## src/sv/svs_pkg.sv

```systemverilog
`timescale 1ns / 1ps
// ----------------------------------------------------------------------------
// svs_pkg
// Shared types and constants for the sorted value store.
// ----------------------------------------------------------------------------
package svs_pkg;

  localparam int KIND_W     = 3;
  localparam int FIELD_W    = 32;
  localparam int IDX_W      = 4;
  localparam int CNT_W      = 5;
  localparam int LEN_W      = 5;
  localparam int ERR_W      = 2;
  localparam int IN_DATA_W  = 48;
  localparam int OUT_DATA_W = 72;

  typedef enum logic [KIND_W-1:0] {
    KIND_INSERT = 3'd0,
    KIND_POP    = 3'd1,
    KIND_READ   = 3'd2,
    KIND_DROP   = 3'd3,
    KIND_KEEP   = 3'd4,
    KIND_CLEAR  = 3'd5
  } kind_t;

  typedef enum logic [ERR_W-1:0] {
    ERR_OK    = 2'd0,
    ERR_FULL  = 2'd1,
    ERR_EMPTY = 2'd2,
    ERR_RANGE = 2'd3
  } err_t;

  typedef enum logic [1:0] {
    RD_HEAD  = 2'd0,
    RD_TOP   = 2'd1,
    RD_INDEX = 2'd2,
    RD_BELOW = 2'd3
  } rd_sel_t;

  typedef enum logic {
    WR_SHIFT = 1'b0,
    WR_VALUE = 1'b1
  } wr_sel_t;

  typedef enum logic [2:0] {
    OCC_HOLD = 3'd0,
    OCC_INC  = 3'd1,
    OCC_DEC  = 3'd2,
    OCC_CLR  = 3'd3,
    OCC_SUB  = 3'd4,
    OCC_SET  = 3'd5
  } occ_op_t;

  typedef enum logic [1:0] {
    HEAD_HOLD = 2'd0,
    HEAD_INC  = 2'd1,
    HEAD_ADD  = 2'd2
  } head_op_t;

  typedef struct packed {
    logic     load;
    logic     rd_en;
    rd_sel_t  rd_sel;
    logic     wr_en;
    wr_sel_t  wr_sel;
    logic     p_dec;
    occ_op_t  occ_op;
    head_op_t head_op;
    logic     err_set;
    err_t     err_code;
    logic     rv_cap;
    logic     out_load;
  } dp_cmd_t;

  typedef struct packed {
    kind_t kind;
    logic  full;
    logic  empty;
    logic  idx_oob;
    logic  cnt_ge_occ;
    logic  shift_on;
    logic  p_one;
  } dp_stat_t;

endpackage

```

## src/sv/svs_datapath.sv

```systemverilog
`timescale 1ns / 1ps
// ----------------------------------------------------------------------------
// svs_datapath
// Circular value memory with head pointer, occupancy, item and result registers.
// ----------------------------------------------------------------------------
module svs_datapath #(
  parameter int CAPACITY    = 16,
  parameter int VALUE_WIDTH = 32
) (
  input  logic                            clk,
  input  logic                            rst_n,
  input  svs_pkg::dp_cmd_t                cmd,
  output svs_pkg::dp_stat_t               stat,
  input  logic [svs_pkg::KIND_W-1:0]      in_kind,
  input  logic [svs_pkg::FIELD_W-1:0]     in_value,
  input  logic [svs_pkg::IDX_W-1:0]       in_index,
  input  logic [svs_pkg::CNT_W-1:0]       in_count,
  output logic [svs_pkg::OUT_DATA_W-1:0]  out_data
);

  localparam int ADDR_W = $clog2(CAPACITY);
  localparam int OCC_W  = $clog2(CAPACITY + 1);
  localparam int SUM_W  = ADDR_W + 1;
  localparam int CW     = (OCC_W > svs_pkg::CNT_W) ? OCC_W : svs_pkg::CNT_W;

  function automatic logic [ADDR_W-1:0] wrap_add(input logic [ADDR_W-1:0] base,
                                                 input logic [ADDR_W-1:0] off);
    logic [SUM_W-1:0] s;
    s = {1'b0, base} + {1'b0, off};
    if (s >= SUM_W'(CAPACITY)) s = s - SUM_W'(CAPACITY);
    return s[ADDR_W-1:0];
  endfunction

  function automatic logic [svs_pkg::FIELD_W-1:0] to_field(input logic [VALUE_WIDTH-1:0] v);
    logic [VALUE_WIDTH+svs_pkg::FIELD_W-1:0] x;
    x = {{svs_pkg::FIELD_W{v[VALUE_WIDTH-1]}}, v};
    return x[svs_pkg::FIELD_W-1:0];
  endfunction

  logic [VALUE_WIDTH-1:0]           mem_r [CAPACITY];
  logic signed [VALUE_WIDTH-1:0]    rdata_r;
  logic signed [VALUE_WIDTH-1:0]    val_r;
  svs_pkg::kind_t                   kind_r;
  logic [svs_pkg::IDX_W-1:0]        idx_r;
  logic [svs_pkg::CNT_W-1:0]        cnt_r;
  logic [OCC_W-1:0]                 occ_r, occ_nxt;
  logic [OCC_W-1:0]                 p_r;
  logic [ADDR_W-1:0]                head_r, head_nxt;
  svs_pkg::err_t                    err_r;
  logic [svs_pkg::FIELD_W-1:0]      rv_r;
  logic [svs_pkg::OUT_DATA_W-1:0]   out_data_r;

  logic [2*svs_pkg::FIELD_W-1:0]    val_ext;
  logic [CW-1:0]                    occ_c, idx_c, cnt_c;
  logic [OCC_W-1:0]                 occ_m1, p_m2;
  logic [ADDR_W-1:0]                rd_addr, wr_addr;
  logic [VALUE_WIDTH-1:0]           wr_data;
  logic                             empty;
  logic [svs_pkg::FIELD_W-1:0]      head_val;

  assign val_ext = {{svs_pkg::FIELD_W{in_value[svs_pkg::FIELD_W-1]}}, in_value};
  assign occ_c   = CW'(occ_r);
  assign idx_c   = CW'(idx_r);
  assign cnt_c   = CW'(cnt_r);
  assign occ_m1  = occ_r - OCC_W'(1);
  assign p_m2    = p_r - OCC_W'(2);
  assign empty   = (occ_r == '0);

  assign stat.kind       = kind_r;
  assign stat.full       = (occ_r == OCC_W'(CAPACITY));
  assign stat.empty      = empty;
  assign stat.idx_oob    = (idx_c >= occ_c);
  assign stat.cnt_ge_occ = (cnt_c >= occ_c);
  assign stat.shift_on   = (rdata_r >= val_r);
  assign stat.p_one      = (p_r == OCC_W'(1));

  always_comb begin
    case (cmd.rd_sel)
      svs_pkg::RD_HEAD:  rd_addr = head_r;
      svs_pkg::RD_TOP:   rd_addr = wrap_add(head_r, occ_m1[ADDR_W-1:0]);
      svs_pkg::RD_INDEX: rd_addr = wrap_add(head_r, idx_c[ADDR_W-1:0]);
      svs_pkg::RD_BELOW: rd_addr = wrap_add(head_r, p_m2[ADDR_W-1:0]);
      default:           rd_addr = head_r;
    endcase
  end

  assign wr_addr = wrap_add(head_r, p_r[ADDR_W-1:0]);
  assign wr_data = (cmd.wr_sel == svs_pkg::WR_VALUE) ? val_r : rdata_r;

  always_ff @(posedge clk) begin
    if (cmd.wr_en) mem_r[wr_addr] <= wr_data;
    if (cmd.rd_en) rdata_r <= mem_r[rd_addr];
  end

  always_comb begin
    case (cmd.occ_op)
      svs_pkg::OCC_INC: occ_nxt = occ_r + OCC_W'(1);
      svs_pkg::OCC_DEC: occ_nxt = occ_m1;
      svs_pkg::OCC_CLR: occ_nxt = '0;
      svs_pkg::OCC_SUB: occ_nxt = occ_r - cnt_c[OCC_W-1:0];
      svs_pkg::OCC_SET: occ_nxt = cnt_c[OCC_W-1:0];
      default:          occ_nxt = occ_r;
    endcase
    case (cmd.head_op)
      svs_pkg::HEAD_INC: head_nxt = wrap_add(head_r, ADDR_W'(1));
      svs_pkg::HEAD_ADD: head_nxt = wrap_add(head_r, cnt_c[ADDR_W-1:0]);
      default:           head_nxt = head_r;
    endcase
  end

  always_ff @(posedge clk) begin
    if (!rst_n) begin
      occ_r  <= '0;
      head_r <= '0;
    end else begin
      occ_r  <= occ_nxt;
      head_r <= head_nxt;
    end
  end

  assign head_val = empty ? '0 : to_field(rdata_r);

  always_ff @(posedge clk) begin
    if (cmd.load) begin
      kind_r <= svs_pkg::kind_t'(in_kind);
      val_r  <= val_ext[VALUE_WIDTH-1:0];
      idx_r  <= in_index;
      cnt_r  <= in_count;
      p_r    <= occ_r;
      err_r  <= svs_pkg::ERR_OK;
      rv_r   <= '0;
    end else begin
      if (cmd.p_dec)   p_r   <= p_r - OCC_W'(1);
      if (cmd.err_set) err_r <= cmd.err_code;
      if (cmd.rv_cap)  rv_r  <= to_field(rdata_r);
    end
    if (cmd.out_load)
      out_data_r <= {err_r, empty, occ_c[svs_pkg::LEN_W-1:0], head_val, rv_r};
  end

  assign out_data = out_data_r;

endmodule

```

## src/sv/svs_ctrl.sv

```systemverilog
`timescale 1ns / 1ps
// ----------------------------------------------------------------------------
// svs_ctrl
// Operation sequencer and output handshake for the sorted value store.
// ----------------------------------------------------------------------------
module svs_ctrl (
  input  logic               clk,
  input  logic               rst_n,
  input  logic               in_tvalid,
  output logic               in_tready,
  output logic               out_tvalid,
  input  logic               out_tready,
  input  svs_pkg::dp_stat_t  stat,
  output svs_pkg::dp_cmd_t   cmd
);

  typedef enum logic [6:0] {
    ST_IDLE     = 7'b0000001,
    ST_EXEC     = 7'b0000010,
    ST_RD_WAIT  = 7'b0000100,
    ST_INS_CMP  = 7'b0001000,
    ST_INS_PUT  = 7'b0010000,
    ST_HEAD_RD  = 7'b0100000,
    ST_HEAD_CAP = 7'b1000000
  } state_t;

  state_t state_r, state_nxt;
  logic   out_valid_r, out_valid_nxt;

  assign in_tready  = (state_r == ST_IDLE);
  assign out_tvalid = out_valid_r;

  always_comb begin
    cmd           = '0;
    state_nxt     = state_r;
    out_valid_nxt = out_valid_r && !out_tready;
    case (state_r)
      ST_IDLE: begin
        if (in_tvalid) begin
          cmd.load  = 1'b1;
          state_nxt = ST_EXEC;
        end
      end
      ST_EXEC: begin
        state_nxt = ST_HEAD_RD;
        case (stat.kind)
          svs_pkg::KIND_INSERT: begin
            if (stat.full) begin
              cmd.err_set  = 1'b1;
              cmd.err_code = svs_pkg::ERR_FULL;
            end else if (stat.empty) begin
              cmd.wr_en  = 1'b1;
              cmd.wr_sel = svs_pkg::WR_VALUE;
              cmd.occ_op = svs_pkg::OCC_INC;
            end else begin
              cmd.rd_en  = 1'b1;
              cmd.rd_sel = svs_pkg::RD_TOP;
              state_nxt  = ST_INS_CMP;
            end
          end
          svs_pkg::KIND_POP: begin
            if (stat.empty) begin
              cmd.err_set  = 1'b1;
              cmd.err_code = svs_pkg::ERR_EMPTY;
            end else begin
              cmd.rd_en  = 1'b1;
              cmd.rd_sel = svs_pkg::RD_HEAD;
              state_nxt  = ST_RD_WAIT;
            end
          end
          svs_pkg::KIND_READ: begin
            if (stat.idx_oob) begin
              cmd.err_set  = 1'b1;
              cmd.err_code = svs_pkg::ERR_RANGE;
            end else begin
              cmd.rd_en  = 1'b1;
              cmd.rd_sel = svs_pkg::RD_INDEX;
              state_nxt  = ST_RD_WAIT;
            end
          end
          svs_pkg::KIND_DROP: begin
            if (stat.cnt_ge_occ) begin
              cmd.occ_op = svs_pkg::OCC_CLR;
            end else begin
              cmd.occ_op  = svs_pkg::OCC_SUB;
              cmd.head_op = svs_pkg::HEAD_ADD;
            end
          end
          svs_pkg::KIND_KEEP: begin
            if (!stat.cnt_ge_occ) cmd.occ_op = svs_pkg::OCC_SET;
          end
          svs_pkg::KIND_CLEAR: cmd.occ_op = svs_pkg::OCC_CLR;
          default: ;
        endcase
      end
      ST_RD_WAIT: begin
        cmd.rv_cap = 1'b1;
        if (stat.kind == svs_pkg::KIND_POP) begin
          cmd.occ_op  = svs_pkg::OCC_DEC;
          cmd.head_op = svs_pkg::HEAD_INC;
        end
        state_nxt = ST_HEAD_RD;
      end
      ST_INS_CMP: begin
        cmd.wr_en = 1'b1;
        if (stat.shift_on) begin
          cmd.wr_sel = svs_pkg::WR_SHIFT;
          cmd.p_dec  = 1'b1;
          if (stat.p_one) begin
            state_nxt = ST_INS_PUT;
          end else begin
            cmd.rd_en  = 1'b1;
            cmd.rd_sel = svs_pkg::RD_BELOW;
          end
        end else begin
          cmd.wr_sel = svs_pkg::WR_VALUE;
          cmd.occ_op = svs_pkg::OCC_INC;
          state_nxt  = ST_HEAD_RD;
        end
      end
      ST_INS_PUT: begin
        cmd.wr_en  = 1'b1;
        cmd.wr_sel = svs_pkg::WR_VALUE;
        cmd.occ_op = svs_pkg::OCC_INC;
        state_nxt  = ST_HEAD_RD;
      end
      ST_HEAD_RD: begin
        cmd.rd_en  = 1'b1;
        cmd.rd_sel = svs_pkg::RD_HEAD;
        state_nxt  = ST_HEAD_CAP;
      end
      ST_HEAD_CAP: begin
        if (!out_valid_r || out_tready) begin
          cmd.out_load  = 1'b1;
          out_valid_nxt = 1'b1;
          state_nxt     = ST_IDLE;
        end
      end
      default: state_nxt = ST_IDLE;
    endcase
  end

  always_ff @(posedge clk) begin
    if (!rst_n) begin
      state_r     <= ST_IDLE;
      out_valid_r <= 1'b0;
    end else begin
      state_r     <= state_nxt;
      out_valid_r <= out_valid_nxt;
    end
  end

endmodule

```

## src/sv/sorted_value_store.sv

```systemverilog
`timescale 1ns / 1ps
// ----------------------------------------------------------------------------
// sorted_value_store
// Bounded ascending store of signed values used as a priority queue.
// Sequence after acceptance: execute; then a read-wait state for pop and read,
// or, for an insert into a nonempty store, one compare state per entry read
// and a put state when the value goes to the head; then head read and capture.
// One item in flight; a new item is taken only after the last result has
// been loaded into the output register, where results wait.
// Reset (sync, active low) empties the store; stored values are not cleared.
// ----------------------------------------------------------------------------
module sorted_value_store #(
  parameter int CAPACITY    = 16,
  parameter int VALUE_WIDTH = 32
) (
  input  logic                            clk,
  input  logic                            rst_n,
  input  logic                            in_tvalid,
  output logic                            in_tready,
  input  logic [svs_pkg::KIND_W-1:0]      in_tuser,   // kind
  input  logic [svs_pkg::IN_DATA_W-1:0]   in_tdata,   // value, index, count
  output logic                            out_tvalid,
  input  logic                            out_tready,
  output logic [svs_pkg::OUT_DATA_W-1:0]  out_tdata   // read_value, head_value,
                                                      // length, is_empty, error
);

  svs_pkg::dp_cmd_t  cmd;
  svs_pkg::dp_stat_t stat;

  svs_ctrl u_ctrl (
    .clk        (clk),
    .rst_n      (rst_n),
    .in_tvalid  (in_tvalid),
    .in_tready  (in_tready),
    .out_tvalid (out_tvalid),
    .out_tready (out_tready),
    .stat       (stat),
    .cmd        (cmd)
  );

  svs_datapath #(
    .CAPACITY    (CAPACITY),
    .VALUE_WIDTH (VALUE_WIDTH)
  ) u_dp (
    .clk      (clk),
    .rst_n    (rst_n),
    .cmd      (cmd),
    .stat     (stat),
    .in_kind  (in_tuser),
    .in_value (in_tdata[31:0]),
    .in_index (in_tdata[35:32]),
    .in_count (in_tdata[40:36]),
    .out_data (out_tdata)
  );

endmodule

```

## config.mk

```make
export PLATFORM = sky130hd
export DESIGN_NAME = sorted_value_store
export DESIGN_NICKNAME = d
export VERILOG_FILES = /design/src/sv/svs_pkg.sv /design/src/sv/svs_datapath.sv /design/src/sv/svs_ctrl.sv /design/src/sv/sorted_value_store.sv
export SDC_FILE = /design/constraint.sdc
export NUM_CORES = 1
export LEC_CHECK = 0
export ABC_AREA = 1
export BUFFER_PORTS_ARGS = -buffer_cell sky130_fd_sc_hd__buf_2
export CORE_UTILIZATION = 60
export DETAILED_ROUTE_END_ITERATION = 6
export GPL_TIMING_DRIVEN = 0
export HOLD_SLACK_MARGIN = 0.12
export PLACE_DENSITY = 0.78
export SYNTH_ARGS = -nofsm -noshare
export SYNTH_HDL_FRONTEND = slang
export SYNTH_HIERARCHICAL = 1
export SYNTH_SLANG_ARGS = --single-unit
```

## constraint.sdc

```tcl
create_clock -name clk -period 8.85 [get_ports clk]
set_clock_uncertainty 0.2 [all_clocks]
set_input_delay 2.2125 -clock clk [delete_from_list [all_inputs] [get_ports clk]]
set_output_delay 2.2125 -clock clk [all_outputs]
set_load 0.02 [all_outputs]
```

==> results of run 1 <==
[state kept, by name (all words and copies together) (netlist names)]
signal	flops
u_dp/mem_r	512
u_dp/out_data	72
u_dp/rdata_r	32
u_dp/rv_r	32
u_dp/val_r	32
u_ctrl/state_r	7
u_dp/cnt_c	5
u_dp/occ_c	5
u_dp/p_r	5
u_dp/head_r	4
u_dp/idx_r	4
u_dp/kind_r	3
u_dp/err_r	2
u_ctrl/out_tvalid	1
[per-stage QoR]
stage / utilization [%] / cells / setup slack [ns] / power (mW) / cell area [um^2]
4_1_cts: 69.5 / 4012 / 2.86 / 7.07 / 36000
5_1_grt: 69.7 / 4013 / 2.36 / 7.23 / 36000
2_1_floorplan: - / 3061 / 2.87 / 3.98 / 31700
3_5_place_dp: 65.0 / 3878 / 2.92 / 4.09 / 33600
6_report: 69.7 / 4014 / 2.67 / 7.05 / 36000
3_3_place_gp: 64.1 / 3862 / 1.58 / 4.07 / 33100
[where the power goes]
part           switching (mW)  internal (mW)
registers              0.0296           3.71
logic                   0.206         0.0842
clock network            1.33           1.69
total                    1.56           5.49
[worst paths after layout]
| path | from | end | slack (ns) | cells after the start |
|---|---|---|---|---|
| min reg2reg | u_dp/rv_r[23] | u_dp/out_data[23] | 0.22 | 0 |
| min | u_dp/rv_r[23] | u_dp/out_data[23] | 0.22 | 0 |
| max | u_dp/rdata_r[31] | u_dp/rdata_r[5] | 2.67 | 28 |
| max reg2reg | u_dp/rdata_r[31] | u_dp/rdata_r[5] | 2.67 | 28 |
[synth_stat cells]
master     number  area [um^2]
nand2_1       924         3470
edfxtp_1      665        20000
inv_1         537         2020
nand3_1       198          991
nor2_1        165          619
o211ai_1      131          983
buf_2          69          345
a21oi_1        67          335
ha_1           58          726
o21ai_0        52          260
dfxtp_1        51         1020
buf_4          31          233
clkbuf_1       18         67.6
inv_2          14         52.6
buf_1          11         41.3
nand4_1         9         56.3
nor3_1          9         45.0
xor2_1          6         52.6
nand2_2         5         31.3
xnor2_1         5         43.8
fa_1            4         80.1
o22ai_1         4         25.0
a211oi_1        3         22.5
nor3_2          3         30.0
o21a_1          3         22.5
a21boi_0        2         15.0
nor2_2          2         12.5
o2111ai_1       2         17.5
o21ai_1         2         10.0
or2_2           2         12.5
a21o_1          1         7.51
a221oi_1        1         8.76
nand2_4         1         11.3
nand3_2         1         10.0
nor2_4          1         11.3
nor3b_1         1         7.51
o21ai_2         1         8.76
o221ai_1        1         8.76
or2_1           1         6.26
[routing by layer]
metal	wire length, um	share of wire (%)
met1	31300	39
met2	36200	45
met3	9450	12
met4	3290	4.1
met5	0	0
[final cells by class]
cell class,instances,area [um^2]
repair buffers,138,926
fillers,3517,15700
diodes,1,2.50
plain buffers,129,687
inverters,551,2070
flip-flops and latches,716,21000
clock inverters,43,388
multi-input cells,1665,8160
well taps,680,851
clock buffers,91,1970
[kinds of logic (layout without fill, tap and decap cells)]
| logic type | count (synthesis) | after routing | synth area share (%) |
|---|---|---|---|
| flops | 716 | 716 | 66.2 |
| buf+inv | 680 | 952 | 8.70 |
| simple gates | 1322 | 1322 | 16.8 |
| other cells | 0 | 1 | 0 |
| fa+ha+maj | 62 | 62 | 2.54 |
| xor+xnor | 11 | 11 | 0.304 |
| compound gates | 270 | 270 | 5.45 |
==> metrics.md, run 1 <==
| Metric | Value |
|---|---|
| Status | finished, final reports clean |
| I/O pin total | about 130 |
| Total GRT Usage | 30.1% |
| Worst path required time | roughly 9.1 ns |
| Share of cells above drive strength 1 | 12.5% |
| Max Root-Sink Buffers | 3 |
| Max FO, Critical Path | 10 |
| Min Hold Slack | 0.222 ns |
| Final hold violations | 0 |
| GR Overflow Total | 0 |
| Worst EP arrival | 6.46 ns |
| Met2 usage | 46.6% |
| Worst Max-Slew Pin Slew | ~1.4 ns |
| Mapped Area | roughly 0.032 mm^2 |
| First-pass GRT wire length | 121 mm |
| Relative slew slack | 3.86% |
| Initial antenna violation count | 0 |
| Port Buf Inserts | about 120 |
| Crit path buffers/inverters | 5 |
| Syn Inst Count | 3061 |
| Max incr delay on CP | about 0.44 ns |
| Synthesized net count | 3178 |
| Initial core utilization | approximately three fifths |
| Setup violations, final | 0 |
| Vias | 22786 |
| GR Util met3 | 5.40% |
| Post-CTS Setup Inserts | 0 |
| Top Usage Layer GRT | met2 |
| CTS root buffer | clkbuf_16 |
| HP Class | flip-flop to flip-flop |
| CTS tree | built |
| Vias/cell | 5.68 |
| Pre-Repair DR Iteration Count | 6 |
| Vias in the first global route | 21874 |
| Critical path's top delay family | simple AND/OR/NAND/NOR gates |
| Largest net degree at the start of global routing | 42 |
| Antenna-violating nets left | 0 |
| Synthesized area per cell | between 10 and 15 um^2 |
| Worst vdd ir | 0.143 mV |
| YS warnings | 6 |
| Commonest non-fill, non-tap cells in the layout | 924 x nand2_1, 665 x edfxtp_1, 537 x inv_1 |
| Area growth, synth to finish | 13.7% |
| # nets final | approximately 3400 |
| Max-cap violations | 0 |
| Met1 Usage GRT | 41.5% |
| Clock Latency Late Sink | 0.63 ns |
| Tmin final | between 6 and 7 ns |
| Max-slew violation count | 0 |
| GP Congestion | ~0.98 |
| DP HPWL | 54.3 mm |
| Post-synth cell types | 39 |
| Die Ht | 232 um |
| Most common cell after layout, fill and taps aside | nand2_1 |
| DRC viols | 0 |
| CTS Hold Bufs | 0 |
| Unrepaired setup endpoints after global routing | no |
| Tcrit/Tclk final | 69.8% |
| Core region area | 0.0517 mm^2 |
| Synth Register Bits | 716 |
| CTS resizes | 0 |
| Initial DRC Count | 2580 |
| DR WL/cell | 20.0 um |
| Pleak | ~16 nW |
| Register area share after synthesis | 66.2% |
| Final WL | approximately 80 mm |
| Fin Setup TNS | 0 ns |
| Power per cell area | 196 mW/mm^2 |
| Startpoint Class | flip-flop |
| CTS H-tree lvls | 3 |
| Row cnt | 83 |
| CP max stage cell | edfxtp_1 |
| CP Class | flip-flop to flip-flop |
| Maximum clock frequency | 0.162 GHz |
| Cell mode on critical path | nand2_1 |
| CP endpoint kind | flip-flop |
| Clock slew at reported path FFs | about 0.060 ns |
| Die ar. | approximately 0.054 mm^2 |
| Die X | between 200 and 250 um |
| Clock sinks | 716 |
| Total CTS buffers | 73 |
No activity file was read; power rests on OpenSTA's default activity.
==> run 2: changes to the inputs <==
clock period = 6.4 ns   (was 8.85 ns; I/O delays follow)
==> run 2 against run 1 <==
The flow now finishes with violations (design-rule violations). Via count shrank 0.50%. Total power grew 38%. Count of clock-buffer cells in the layout is the same. Combinational power grew 38%. Clock power grew 38%. Critical path depth is the same. Maximum frequency grew 2.2%. Sequential share of layout area is essentially flat. Final cell count is the same. Flip-flop and latch count is the same. Non-clock buffer count is the same. Routed wire length is essentially flat. Critical path type unchanged.
==> metrics.md, run 2 (synthesis gave the netlist of run 1 again) <==
| Metric | Value |
|---|---|
| GP Congestion | approximately 0.98 |
| Initial DRC Count | around 2500 |
| Crit Reg-Reg Startpoint | u_dp/rdata_r[31] |
| Total CTS buffers | 73 |
| Violated checks | design-rule violations |
| Internal Pwr Total | about 7.6 mW |
| CTS tree | built |
| Unrepaired setup endpoints after global routing | no |
| Commonest non-fill, non-tap cells in the layout | 924 x nand2_1, 665 x edfxtp_1, 537 x inv_1 |
| Seq pwr share | between 50 and 60% |
| Tmin final | 6.05 ns |
| Hold Startpoint | u_dp/rv_r[23] |
| Vias/cell | between 5 and 6 |
| I/O pin total | 129 |
| Antenna-violating nets left | 0 |
| Power share of the clock group | 42.8% |
| Initial core utilization | 61.3% |
| Relative slew slack | 4.12% |
| Port Buf Inserts | 121 |
| GR Overflow Total | 0 |
| Worst path required time | 6.68 ns |
| CTS H-tree lvls | 3 |
| Status | finished, violations left |
| HP Class | flip-flop to flip-flop |
| Die ar. | 0.0537 mm^2 |
| CP Class | flip-flop to flip-flop |
| Design Power | 9.75 mW |
| CTS Hold Bufs | 0 |
| Total GRT Usage | 30.1% |
| Max incr delay on CP | 0.44 ns |
| Max-cap violations | 0 |
| Max FO, Critical Path | 10 |
| Pleak | 15.7 nW |
| Die X | 232 um |
| Tcrit/Tclk final | 94.5% |
| DRC viols | 1 |
| Clock Latency Late Sink | 0.63 ns |
| Vias in the first global route | 21874 |
| Pre-Repair DR Iteration Count | 7 |
| Die Ht | 232 um |
| Cell mode on critical path | nand2_1 |
| DR WL/cell | 20.0 um |
| Worst Max-Slew Pin Slew | 1.44 ns |
| Final WL | about 80 mm |
| Maximum clock frequency | 0.165 GHz |
| Finished Core Util | ~70% |
| Most common cell after layout, fill and taps aside | nand2_1 |
| Reg with most FFs | u_dp/mem_r |
| Initial antenna violation count | 0 |
| CP max stage cell | edfxtp_1 |
| Setup violations, final | 0 |
| Vias | 22672 |
| Max-slew violation count | 0 |
| Crit path launch | u_dp/rdata_r[31] |
| Power per cell area | about 270 mW/mm^2 |
| Row cnt | 83 |
| First-pass GRT wire length | 121 mm |
| Worst EP arrival | 6.33 ns |
| Share of cells above drive strength 1 | 12.6% |
| Clock slew at reported path FFs | 0.06 ns |
| Worst vdd ir | a little under 0.2 mV |
| Combinational power share | 4.1% |
| Max Root-Sink Buffers | 3 |
| CTS root buffer | clkbuf_16 |
| Max FFs per register | 512 |
| CP endpoint kind | flip-flop |
| Sw frac | between 20 and 25% |
| Net switching power | 2.16 mW |
| DP HPWL | between 50 and 60 mm |
| # nets final | ~3400 |
| Largest net degree at the start of global routing | 42 |
| Startpoint Class | flip-flop |
| Final hold violations | 0 |
| Clock sinks | 716 |
| Core region area | about 0.052 mm^2 |
| Area growth, synth to finish | 13.7% |
| Fin Setup TNS | 0 ns |
## run 2: per-layer routing
layer / routed length (um) / share of wire (%) / vias to the layer above / track usage, %
met5: 0 / 0 / - / 0
met4: 3360 / 4.2 / 0 / 14.5
met3: 9350 / 12 / 224 / 5.40
met2: 36200 / 45 / 1343 / 46.6
met1: 31300 / 39 / 10674 / 41.5
li1: - / - / 10431 / -
## run 2: worst paths after layout
path                                     endpoint  slack (ns)  cells after the start
worst max-delay path              u_dp/rdata_r[5]        0.35                     28
worst min register to register  u_dp/out_data[23]        0.22                      0
worst min-delay path            u_dp/out_data[23]        0.22                      0
worst max register to register    u_dp/rdata_r[5]        0.35                     28
## run 2: power by group through the flow
| stage | logic (mW) | registers [mW] | clock network, mW |
|---|---|---|---|
| final | 0.401 | 5.18 | 4.17 |
| after global routing | 0.441 | 5.18 | 4.38 |
| after CTS | 0.392 | 5.18 | 4.20 |
| after detailed placement | 0.387 | 5.27 | 0 |
| after global placement | 0.346 | 5.28 | 0 |
| after floorplan | 0.231 | 5.28 | 0 |
## run 2: final cells by class
class	count	area [um^2]
clock buffers	91	1970
diodes	1	2.50
flip-flops and latches	716	21000
clock inverters	43	388
fillers	3517	15700
inverters	551	2070
plain buffers	129	691
multi-input cells	1665	8160
repair buffers	138	926
well taps	680	851
## run 2: repair_timing
item                                    in CTS  in global routing
buffers inserted                             0                  0
gates resized for setup                      0                  4
endpoints found under the setup margin       0                 17
## run 2: metrics by stage
step           instances  cell area [um^2]  hold WS (ns)  setup WS [ns]
2_1_floorplan       3061             31700         0.203           1.03
3_3_place_gp        3862             33100         0.210         -0.254
6_report            4014             36000         0.221          0.353
3_5_place_dp        3878             33600         0.213          0.474
5_1_grt             4013             36000         0.236         0.0535
4_1_cts             4012             36000         0.228          0.412
## run 2: worst max-delay path: cells and delay by family (launching register included)
family / cells / cell delay, ns
and+or+nand+nor: 16 / 2.23
DFF: 1 / 0.44
adders and majority gates: 3 / 1.04
AOI/OAI and AO/OA: 4 / 0.95
buffers and inverters: 5 / 1.04
